$ cat src/hw/rtl/assert_macros.svh
// Assertion helpers shared by the controller and datapath RTL files.
`ifndef ASSERT_MACROS_SVH
`define ASSERT_MACROS_SVH

`ifndef SYNTHESIS

// Property checked on every clock edge outside reset.
`define AST_PROP(lbl, clk, rstn, prop, msg) \
    lbl: assert property (@(posedge clk) disable iff (!rstn) prop) else $error(msg);

// Condition that must never be seen outside reset.
`define AST_NEVER(lbl, clk, rstn, cond, msg) \
    lbl: assert property (@(posedge clk) disable iff (!rstn) !(cond)) else $error(msg);

`else

`define AST_PROP(lbl, clk, rstn, prop, msg)
`define AST_NEVER(lbl, clk, rstn, cond, msg)

`endif

`endif

$ cat src/hw/rtl/nhtl_pkg.sv
package nhtl_pkg;

    localparam int TABLE_DEPTH = 256;
    localparam int ADDR_W      = (TABLE_DEPTH > 1) ? $clog2(TABLE_DEPTH) : 1;
    localparam int CNT_W       = $clog2(TABLE_DEPTH + 1);

    localparam int IDX_W    = 8;
    localparam int HASH_W   = 32;
    localparam int BYTE_W   = 8;
    localparam int ECNT_W   = 9;
    localparam int SUM_W    = 20;
    localparam int XOR_W    = 12;
    localparam int CIDX_W   = 12;

    localparam int S_TDATA_W = 48;
    localparam int M_TDATA_W = 40;

    localparam logic [BYTE_W-1:0] FOLD_LO   = 8'h61;
    localparam logic [BYTE_W-1:0] FOLD_SPAN = 8'h1A;
    localparam logic [BYTE_W-1:0] FOLD_MASK = 8'hDF;

    typedef enum logic {
        CMD_LOAD = 1'b0,
        CMD_NAME = 1'b1
    } nhtl_cmd_t;

    // controller -> datapath
    typedef struct packed {
        logic load_en;
        logic byte_en;
        logic scan_start;
        logic scan_run;
    } nhtl_ctl_t;

    // datapath -> controller
    typedef struct packed {
        logic term_item;
        logic scan_done;
    } nhtl_sts_t;

    // lower-case letters fold to upper case
    function automatic logic [BYTE_W-1:0] fold_byte(input logic [BYTE_W-1:0] b);
        logic [BYTE_W-1:0] ofs;
        ofs = b - FOLD_LO;
        return (ofs < FOLD_SPAN) ? (b & FOLD_MASK) : b;
    endfunction

endpackage

$ cat src/hw/rtl/nhtl_ctrl.sv
`include "assert_macros.svh"

module nhtl_ctrl (
    input  logic                aclk,
    input  logic                aresetn,
    input  logic                s_axis_tvalid,
    output logic                s_axis_tready,
    input  logic                s_axis_tuser,
    output logic                m_axis_tvalid,
    input  logic                m_axis_tready,
    input  nhtl_pkg::nhtl_sts_t sts,
    output nhtl_pkg::nhtl_ctl_t ctl
);
    import nhtl_pkg::*;

    typedef enum logic [2:0] {
        S_RUN  = 3'b001,
        S_SCAN = 3'b010,
        S_OUT  = 3'b100
    } nhtl_state_t;

    nhtl_state_t state_reg, state_next;
    logic        fire;
    logic        is_load;

    assign is_load = (nhtl_cmd_t'(s_axis_tuser) == CMD_LOAD);

    // loads and name bytes may enter while a result waits; a terminator may not
    always_comb begin
        s_axis_tready = 1'b0;
        case (state_reg)
            S_RUN:   s_axis_tready = 1'b1;
            S_OUT:   s_axis_tready = !sts.term_item;
            default: s_axis_tready = 1'b0;
        endcase
    end

    assign fire          = s_axis_tvalid && s_axis_tready;
    assign m_axis_tvalid = (state_reg == S_OUT);

    always_comb begin
        ctl.load_en    = fire && is_load;
        ctl.byte_en    = fire && !is_load && !sts.term_item;
        ctl.scan_start = fire && sts.term_item;
        ctl.scan_run   = (state_reg == S_SCAN);
    end

    always_comb begin
        state_next = state_reg;
        case (state_reg)
            S_RUN: begin
                if (ctl.scan_start) begin
                    state_next = S_SCAN;
                end
            end
            S_SCAN: begin
                if (sts.scan_done) begin
                    state_next = S_OUT;
                end
            end
            S_OUT: begin
                if (m_axis_tready) begin
                    state_next = S_RUN;
                end
            end
            default: state_next = S_RUN;
        endcase
    end

    always_ff @(posedge aclk) begin
        if (!aresetn) begin
            state_reg <= S_RUN;
        end else begin
            state_reg <= state_next;
        end
    end

    `AST_NEVER(a_no_input_in_scan, aclk, aresetn, (state_reg == S_SCAN) && s_axis_tready, "input taken during scan")
    `AST_NEVER(a_no_term_while_out, aclk, aresetn, m_axis_tvalid && sts.term_item && s_axis_tready, "terminator taken while result pending")
    `AST_PROP(a_start_to_scan, aclk, aresetn, ctl.scan_start |=> (state_reg == S_SCAN), "scan did not start")

endmodule

$ cat config.mk
export PLATFORM = sky130hd
export DESIGN_NAME = nhtl_ctrl
export DESIGN_NICKNAME = d
export VERILOG_FILES = /design/src/hw/rtl/nhtl_pkg.sv /design/src/hw/rtl/nhtl_ctrl.sv
export VERILOG_INCLUDE_DIRS = /design/src /design/src/hw/rtl
export SDC_FILE = /design/constraint.sdc
export NUM_CORES = 1
export LEC_CHECK = 0
export BUFFER_PORTS_ARGS = -buffer_cell sky130_fd_sc_hd__buf_4
export CAP_MARGIN = 20
export CORE_AREA = 2 2 39 41
export CTS_CLUSTER_SIZE = 30
export DETAILED_ROUTE_END_ITERATION = 12
export DIE_AREA = 0 0 41 43
export GPL_TIMING_DRIVEN = 0
export PLACE_DENSITY_LB_ADDON = 0.3
export SETUP_SLACK_MARGIN = 0.15
export SYNTH_ARGS = -nofsm -noshare
export SYNTH_HDL_FRONTEND = slang
export SYNTH_SLANG_ARGS = --single-unit
$ cat constraint.sdc
create_clock -name aclk -period 2.5 [get_ports aclk]
set_clock_uncertainty 0.1 [all_clocks]
set_input_delay 0.25 -clock aclk [delete_from_list [all_inputs] [get_ports aclk]]
set_output_delay 0.25 -clock aclk [all_outputs]
set_load 0.02 [all_outputs]
==> results of run 1 <==
-- metrics by stage --
step                cells  setup slack (ps)  utilization  instance area, sq um
finish                 55               828        0.231                   320
detailed placement     51              1060        0.212                   294
global route           55               678        0.231                   320
CTS                    55               799        0.231                   320
global placement       51              1080        0.212                   294
floorplan              23               960            -                   184
-- cells by family (layout without fill, tap and decap cells) --
| family | after synthesis | in the layout | share of synthesized area |
|---|---|---|---|
| and+or+nand+nor | 15 | 15 | 0.510 |
| AOI/OAI and AO/OA | 4 | 4 | 0.143 |
| DFF | 3 | 3 | 0.327 |
| buffers and inverters | 1 | 17 | 0.0204 |
-- cell usage after synthesis --
| master | count |
|---|---|
| sky130_fd_sc_hd__nor3b_1 | 1 |
| sky130_fd_sc_hd__inv_1 | 1 |
| sky130_fd_sc_hd__o21bai_1 | 1 |
| sky130_fd_sc_hd__o31ai_1 | 1 |
| sky130_fd_sc_hd__and3b_1 | 2 |
| sky130_fd_sc_hd__nand2b_1 | 2 |
| sky130_fd_sc_hd__nor3b_2 | 1 |
| sky130_fd_sc_hd__nand2_1 | 2 |
| sky130_fd_sc_hd__nor3_1 | 2 |
| sky130_fd_sc_hd__o21ai_0 | 1 |
| sky130_fd_sc_hd__nor2_1 | 3 |
| sky130_fd_sc_hd__o22ai_1 | 1 |
| sky130_fd_sc_hd__nand4b_1 | 1 |
| sky130_fd_sc_hd__dfxtp_1 | 3 |
| sky130_fd_sc_hd__nor2b_1 | 1 |
-- area by class of cell --
cell class | count | area, sq um
Fill cell | 153 | 1060
Clock buffer | 4 | 26.3
Inverter | 1 | 3.75
Tap cell | 16 | 20.0
Sequential cell | 3 | 60.1
Timing Repair Buffer | 12 | 90.1
Multi-Input combinational cell | 19 | 120
-- layer usage --
metal,track usage,part of all wire
met2,0.0906,0.54
met3,0.0157,0.081
met4,0.0800,0
met1,0.0831,0.38
met5,0,0
-- worst max-delay path: stages, from the launching register on --
cell                       delay, ps
sky130_fd_sc_hd__dfxtp_1         410
sky130_fd_sc_hd__nor3b_2         190
sky130_fd_sc_hd__o21bai_1        120
sky130_fd_sc_hd__nor3b_1         200
sky130_fd_sc_hd__buf_4           170
-- power groups by stage --
| stage | registers [mW] | clock network, mW | logic, mW |
|---|---|---|---|
| after global placement | 0.0529 | 0 | 0.0294 |
| after CTS | 0.0520 | 0.0886 | 0.0296 |
| after global routing | 0.0524 | 0.0878 | 0.0319 |
| final | 0.0518 | 0.0829 | 0.0292 |
| after detailed placement | 0.0527 | 0 | 0.0295 |
| after floorplan | 0.0519 | 0 | 0.0132 |
-- cells in the final DEF, fill, tap and decap left out --
master,instances
sky130_fd_sc_hd__nor3_1,2
sky130_fd_sc_hd__o22ai_1,1
sky130_fd_sc_hd__o21bai_1,1
sky130_fd_sc_hd__buf_4,12
sky130_fd_sc_hd__inv_1,1
sky130_fd_sc_hd__nor2b_1,1
sky130_fd_sc_hd__nor3b_2,1
sky130_fd_sc_hd__nor3b_1,1
sky130_fd_sc_hd__clkbuf_1,1
sky130_fd_sc_hd__and3b_1,2
sky130_fd_sc_hd__nand2b_1,2
sky130_fd_sc_hd__o31ai_1,1
sky130_fd_sc_hd__nand4b_1,1
sky130_fd_sc_hd__nand2_1,2
sky130_fd_sc_hd__nor2_1,3
sky130_fd_sc_hd__o21ai_0,1
sky130_fd_sc_hd__clkbuf_4,3
sky130_fd_sc_hd__dfxtp_1,3
-- worst max-delay path by stage --
stage,cells after the start,to,slack (ps)
finish,4,ctl[3],830
detailed placement,4,ctl[3],1060
floorplan,3,ctl[3],960
CTS,4,ctl[3],800
global route,4,ctl[3],680
global placement,4,ctl[3],1080
==> metrics, run 1 <==
P per Cell Area=~500 nW/um^2; Antenna Cells=0; minimum hold slack=about 130 ps; endpoints failing hold=0; flip-flop count of the largest register after layout=3; detailed-route via count=220; wire length per cell after detailed routing=about 9 microns; R2R depth=3; standard cell core area=between 1000 and 1500 sq um; Total Neg Setup Slack=0 ps; post-CTS setup buffers=0; number of slew-limit violations in the final report=0; synthesized area per cell=8.00 sq um; start point of the critical path=state_reg[2]; count of routing violations after the opening detailed-route iteration=3; setup slack, reg-to-reg=roughly 1400 ps; Boundary Pins=13; # DRC=0; Cell Area, Synth=between 150 and 200 sq um; effective utilization at floorplan=0.133; GRT Overall Usage=0.0701; fraction of layout cells with a size suffix above 1=0.410; RSZ-0062 raised after global routing=false; count of nets after finishing=47; clock slew at reported path FFs=approximately 40 ps; clock network power share=0.506; min Tclk post-route=between 1500 and 2000 ps; number of unique standard cell types used by synthesis=15; sort of element at the start of the critical path=flop; routability congestion estimate from global placement=between 0.6 and 0.7; Die Span X=41 microns; synth-to-layout area growth=74.1%; reg2reg start=state_reg[0]; Reg-to-Reg End=state_reg[0]; Arr. time, crit path=between 1000 and 1500 ps; overall power after layout=~0.16 mW; peak ir drop on the vdd network=120 uV; outcome=finished, final reports clean; sum of net half-perimeters after detailed placement=slightly below 400 microns; Root Buffer Master=sky130_fd_sc_hd__clkbuf_4; Die Height=43 microns; share of the cycle needed by the critical path after routing=0.669; wire length of the first global-routing pass=around 800 microns; Yosys reg bits=3; post-cts gate resize count=0; Least-Margin Pin Slew=~220 ps; I/O Buffers=12; total wire length=between 400 and 500 microns; via count of the first global-routing pass=approximately 220; H-tree Lvls=1; register share of total power=0.316; fraction of power spent switching nets=0.238; number of clock sinks seen by CTS=3; largest area contributor in the netlist=sky130_fd_sc_hd__dfxtp_1; count of maximum capacitance violations=0; YS warnings=0; number of cells produced by synthesis=23; headroom to the max-slew limit=0.854; total global routing overflow=0; Max clock buf depth=2; leakage component of the power=roughly 0.15 nW; pin count of the biggest net entering global routing=8; number of hold buffers added after CTS=0; Hold Crit Depth=2; synthesized netlist net count=30; iteration count of the initial detailed-routing pass=4; Rows=14; area share of the largest cell type after synthesis=0.327; worst hold endpoint=state_reg[0]; CP Class=flop to primary output; CTS tree=done; Critical Path Fanout Max=7; part of the power in combinational logic=0.178; Critical Path End Type=primary output; internal cell power=roughly 0.12 mW; Peak Freq=~0.6 GHz; Hold WC Path Type=primary input to flop; number of clock buffers inserted by TritonCTS=3; Setup Viol. Count Final=0; insertion delay of the later-clocked pin in the worst-skew pair=230 ps; part of the Yosys area used for sequential elements=0.327; final antenna-violating net count=0; power dissipated by switching net loads=0.0390 mW; initial antenna violation count=0; vias per cell=4.00; Hold Path Origin=aresetn; die area=around 1800 sq um; main area contributors after synthesis=sky130_fd_sc_hd__dfxtp_1 (33%), sky130_fd_sc_hd__and3b_1 (9.5%), sky130_fd_sc_hd__nand2b_1 (6.8%); data required time at the worst endpoint=between 2000 and 2500 ps
Power figures use the tool's default switching activity.
==> run 2: changes to the inputs <==
Clock period 2.5 ns to 1.62 ns, I/O delays scaled along.
==> run 2 against run 1 <==
Compared with the run above: worst setup slack got worse by 700 ps; cell count increased by 3.6%; critical endpoint is now ctl[2]; utilization increased by 3.3 points; first-iteration DRC count increased by 100%; clock power increased by 57%; power increased by 58%; design area increased by 14%; highest routed layer unchanged; largest cell class unchanged; worst hold slack got worse by 99 ps; sequential cell count unchanged; routed wire length increased by 18%.
==> metrics, run 2 (synthesis results as in run 1) <==
Peak Freq=about 0.67 GHz; slowest CP cell=sky130_fd_sc_hd__dfxtp_4; Root Buffer Master=sky130_fd_sc_hd__clkbuf_4; wire length of the first global-routing pass=834 microns (+4.3%); CTS tree=done; delay of the slowest critical-path stage=360 ps (-50 ps); vias per cell=4.16 (+3.9%); via count of the first global-routing pass=223 (+2.3%); Die Span X=41 microns (unchanged); Critical Path Fanout Max=3 (-4); most frequent cells in the layout=sky130_fd_sc_hd__buf_4 (14), sky130_fd_sc_hd__nor2_1 (3), sky130_fd_sc_hd__clkbuf_4 (3); endpoints failing hold=0 (unchanged); Die Height=43 microns (unchanged); overall power after layout=0.259 mW (+58%); most common cell after layout, fill and taps aside=sky130_fd_sc_hd__buf_4; data required time at the worst endpoint=1360 ps (-790 ps); P per Cell Area=710 nW/um^2 (+39%); Antenna Cells=0 (unchanged); crit path buf inv count=1 (unchanged); headroom to the max-slew limit=0.862 (+0.00745); Setup Viol. Count Final=0 (unchanged); sum of net half-perimeters after detailed placement=391 microns (unchanged); number of clock buffers inserted by TritonCTS=3 (unchanged); I/O Buffers=12 (unchanged); final antenna-violating net count=0 (unchanged); min Tclk post-route=about 1500 ps; flip-flop count of the largest register after layout=3 (unchanged); Boundary Pins=13 (unchanged); iteration count of the initial detailed-routing pass=4 (unchanged); peak ir drop on the vdd network=191 uV (+59%); die area=1760 sq um (unchanged); fraction of layout cells with a size suffix above 1=0.561 (+0.151); Rows=14 (unchanged); RSZ-0062 raised after global routing=true; post-layout instance count excluding filler cells=57 (+3.6%); initial antenna violation count=0 (unchanged); number of clock sinks seen by CTS=3 (unchanged); count of routing violations after the opening detailed-route iteration=6 (+3); H-tree Lvls=1 (unchanged); clock slew at reported path FFs=40 ps (about the same); synth-to-layout area growth=98.6%; leakage component of the power=0.182 nW (+25%); minimum hold slack=28.0 ps (-98.9 ps); count of nets after finishing=49 (+4.3%); final core utilization=0.264 (+0.0325); detailed-route via count=237 (+7.7%); kind of cell with the highest combined delay on the critical path=simple AND/OR/NAND/NOR gates; Least-Margin Pin Slew=206 ps (-12.3 ps); sort of element at the start of the critical path=flop; outcome=finished, final reports clean; Arr. time, crit path=1230 ps (-90 ps); crit path cell chain=nor3b_4 -> o21bai_2 -> nor3_1 -> buf_4; wire length per cell after detailed routing=10.0 microns (+14%); Hold WC Path Type=primary input to flop; GRT Overall Usage=0.0731 (+0.00301); standard cell core area=1380 sq um (unchanged); pin count of the biggest net entering global routing=6 (-2); CP Class=flop to primary output; routability congestion estimate from global placement=0.672 (unchanged); cell area after placement=294 sq um (unchanged); share of the cycle needed by the critical path after routing=0.921; Critical Path End Type=primary output; total global routing overflow=0 (unchanged); worst-case setup margin in the final layout=129 ps (-700 ps); count of maximum capacitance violations=0 (unchanged); number of slew-limit violations in the final report=0 (unchanged); Post-Place Worst Slack=272 ps (-792 ps); effective utilization at floorplan=0.133 (unchanged); insertion delay of the later-clocked pin in the worst-skew pair=230 ps (about the same); Max clock buf depth=2 (unchanged); # DRC=0 (unchanged); Final Instance Area=365 sq um (+14%); Total Neg Setup Slack=0 ps (unchanged); instance count after placement with tap cells included=51 (unchanged); number of hold buffers added after CTS=0 (unchanged); total wire length=571 microns (+18%)
## run 2: final timing paths
check / start / endpoint / slack (ps) / cells after the start
max: state_reg[2] / ctl[2] / 130 / 4
max reg2reg: state_reg[2] / state_reg[0] / 540 / 4
min: aresetn / state_reg[0] / 30 / 2
min reg2reg: state_reg[1] / state_reg[2] / 550 / 3
## run 2: repair_timing
item | in CTS | in global routing
gates resized for setup | 5 | 3
setup endpoints to repair | 3 | 3
pin swaps | 3 | 1
setup buffers | 2 | 0
## run 2: area by class of cell
class / count / area, sq um
clock buffers: 4 / 26.3
flip-flops and latches: 3 / 67.6
repair buffers: 14 / 105
multi-input cells: 19 / 143
well taps: 16 / 20.0
fillers: 152 / 1020
inverters: 1 / 3.75
## run 2: layer usage
layer	global-route usage	vias up	share of wire
met5	0	-	0
met4	0.0800	0	0
met3	0.0157	0	0.10
met2	0.100	12	0.51
met1	0.0831	108	0.39
li1	-	117	-
## run 2: power by group
group | total (mW) | internal, mW | leakage (nW) | switching (mW)
Sequential | 0.0778 | 0.0743 | 0.0253 | 0.00349
Clock | 0.130 | 0.0923 | 0.0150 | 0.0379
Combinational | 0.0513 | 0.0279 | 0.142 | 0.0234
==> run 3: changes to the inputs <==
Settings changed: CTS_BUF_LIST set to sky130_fd_sc_hd__clkbuf_8.
==> run 3 against run 2 <==
Compared with the run above: critical path depth unchanged; first-iteration DRC count decreased by 33%; sequential power decreased by 1%; via count increased by 0.84%; design area increased by 4.8%; sequential cell count unchanged; worst setup slack improved by 55 ps; sequential share of layout area decreased by 0.85 points; worst hold slack improved by 17 ps; critical endpoint unchanged; cell count increased by 1.8%; largest cell class unchanged; routed wire length decreased by 1.6%; register-to-register slack about the same.
==> metrics, run 3 (synthesis results as in run 1) <==
outcome=finished, final reports clean; sort of element at the start of the critical path=flop; Max clock buf depth=2 (unchanged); number of slew-limit violations in the final report=0 (unchanged); CP Class=flop to primary output; most frequent cells in the layout=sky130_fd_sc_hd__buf_4 (15), sky130_fd_sc_hd__clkbuf_8 (3); CTS tree=done; via count of the first global-routing pass=230 (+3.1%); slowest CP cell=sky130_fd_sc_hd__dfxtp_4; final antenna-violating net count=0 (unchanged); peak ir drop on the vdd network=263 uV (+38%); Root Buffer Master=sky130_fd_sc_hd__clkbuf_8; Hold WC Path Type=primary input to flop; sum of net half-perimeters after detailed placement=391 microns (unchanged); setup slack, reg-to-reg=530 ps (about the same); Critical Path End Type=primary output; crit path cell chain=nor3b_2 -> o21bai_2 -> nor3_1 -> buf_4; count of routing violations after the opening detailed-route iteration=4 (-2); filler cell count in the final layout=150 (-1.3%); Antenna Cells=0 (unchanged); reg2reg start=state_reg[0]; worst hold endpoint=state_reg[0]; routability congestion estimate from global placement=0.672 (unchanged); RSZ-0062 raised after global routing=true; Die Span X=41 microns (unchanged); count of nets after finishing=50 (+2.0%); wire length of the first global-routing pass=883 microns (+5.9%); share of the cycle needed by the critical path after routing=0.887 (-0.0338); worst-case setup margin in the final layout=184 ps (+54.8 ps); Die Height=43 microns (unchanged); wire length per cell after detailed routing=9.69 microns (-3.3%); Arr. time, crit path=1170 ps (-60 ps); insertion delay of the later-clocked pin in the worst-skew pair=220 ps (about the same); Setup Viol. Count Final=0 (unchanged); cell area after placement=294 sq um (unchanged); Final Instance Area=383 sq um (+4.8%); endpoints failing hold=0 (unchanged); R2R depth=4 (unchanged); leakage component of the power=0.181 nW (-0.77%); total wire length=562 microns (-1.6%); min Tclk post-route=1440 ps (-54.8 ps); H-tree Lvls=1 (unchanged); effective utilization at floorplan=0.133 (unchanged); Peak Freq=0.696 GHz (+3.8%); total global routing overflow=0 (unchanged); Reg-to-Reg End=state_reg[1]; Boundary Pins=13 (unchanged); Critical Path Fanout Max=3 (unchanged); fraction of layout cells with a size suffix above 1=0.595 (+0.0343); synth-to-layout area growth=108%; headroom to the max-slew limit=0.869 (+0.00691); initial antenna violation count=0 (unchanged); Hold Crit Depth=2 (unchanged); standard cell core area=1380 sq um (unchanged); Total Neg Setup Slack=0 ps (unchanged); overall power after layout=0.342 mW (+32%); final core utilization=0.277 (+0.0127); number of hold buffers added after CTS=0 (unchanged); pin count of the biggest net entering global routing=6 (unchanged); Rows=14 (unchanged); number of clock sinks seen by CTS=3 (unchanged); die area=1760 sq um (unchanged); delay of the slowest critical-path stage=340 ps (-20 ps); Post-Place Worst Slack=272 ps (unchanged); data required time at the worst endpoint=1360 ps (about the same); detailed-route via count=239 (+0.84%); clock slew at reported path FFs=30 ps (about the same); number of clock buffers inserted by TritonCTS=3 (unchanged); I/O Buffers=12 (unchanged); count of maximum capacitance violations=0 (unchanged); GRT Overall Usage=0.0802 (+0.00701); Least-Margin Pin Slew=195 ps (-10.5 ps); iteration count of the initial detailed-routing pass=3 (-1); Hold Path Origin=aresetn; flip-flop count of the largest register after layout=3 (unchanged); P per Cell Area=893 nW/um^2 (+26%); vias per cell=4.12 (-0.89%); most common cell after layout, fill and taps aside=sky130_fd_sc_hd__buf_4; # DRC=0 (unchanged)
-- run 3: cell types whose count changed in the layout (fill, tap and decap cells not counted) --
cell,previous run,this run
sky130_fd_sc_hd__inv_1,1,2
sky130_fd_sc_hd__buf_4,14,15
sky130_fd_sc_hd__nor2b_2,0,1
sky130_fd_sc_hd__nor2_2,0,1
sky130_fd_sc_hd__nor3b_4,1,0
sky130_fd_sc_hd__clkbuf_4,3,0
sky130_fd_sc_hd__clkbuf_1,1,0
sky130_fd_sc_hd__nor2_1,3,2
sky130_fd_sc_hd__nor2b_4,1,0
sky130_fd_sc_hd__nor3b_2,1,2
sky130_fd_sc_hd__clkbuf_8,0,3
-- run 3: timing repair --
item	CTS	global route
gates cloned	0	0
endpoints found under the hold margin	0	0
gates resized for setup	4	4
pin swaps	3	1
buffers inserted	3	0
setup endpoints to repair	2	4
-- run 3: final cells by class --
cell class,count,area (sq um),area share
clock buffers,3,41.3,0.108
well taps,16,20.0,0.0523
multi-input cells,19,134,0.350
flip-flops and latches,3,67.6,0.176
repair buffers,15,113,0.294
inverters,1,3.75,0.00980
clock inverters,1,3.75,0.00980
-- run 3: worst max-delay path: cells and delay by family, from the launching register on --
family	cells	cell delay, ps
buffers and inverters	1	170
and+or+nand+nor	2	350
DFF	1	340
AOI/OAI and AO/OA	1	100
-- run 3: report_power, final --
part	leakage, nW	switching, mW	internal [mW]
registers	0.0253	0.00255	0.0744
logic	0.129	0.0234	0.0284
clock network	0.0269	0.0517	0.162
total	0.181	0.0776	0.264
-- run 3: routing by layer --
metal,vias up,track usage,routed length (microns)
met4,0,0.100,29
met5,-,0,0
li1,120,-,-
met3,4,0.0157,43
met1,105,0.0895,204
met2,10,0.106,284
-- run 3: worst max-delay path by stage --
stage | slack, ps | from | depth (start not counted) | endpoint
2_1_floorplan | 170 | state_reg[2] | 3 | ctl[3]
3_3_place_gp | 290 | state_reg[2] | 4 | ctl[3]
3_5_place_dp | 270 | state_reg[2] | 4 | ctl[3]
4_1_cts | 140 | state_reg[0] | 4 | ctl[3]
5_1_grt | 120 | state_reg[2] | 4 | ctl[2]
6_report | 180 | state_reg[2] | 4 | ctl[2]
-- run 3: per-stage QoR --
| stage | std cells | hold WS (ps) |
|---|---|---|
| 4_1_cts | 58 | 42.2 |
| 6_report | 58 | 45.3 |
| 5_1_grt | 58 | 57.7 |
| 2_1_floorplan | 23 | 133 |
| 3_3_place_gp | 51 | 269 |
| 3_5_place_dp | 51 | 276 |
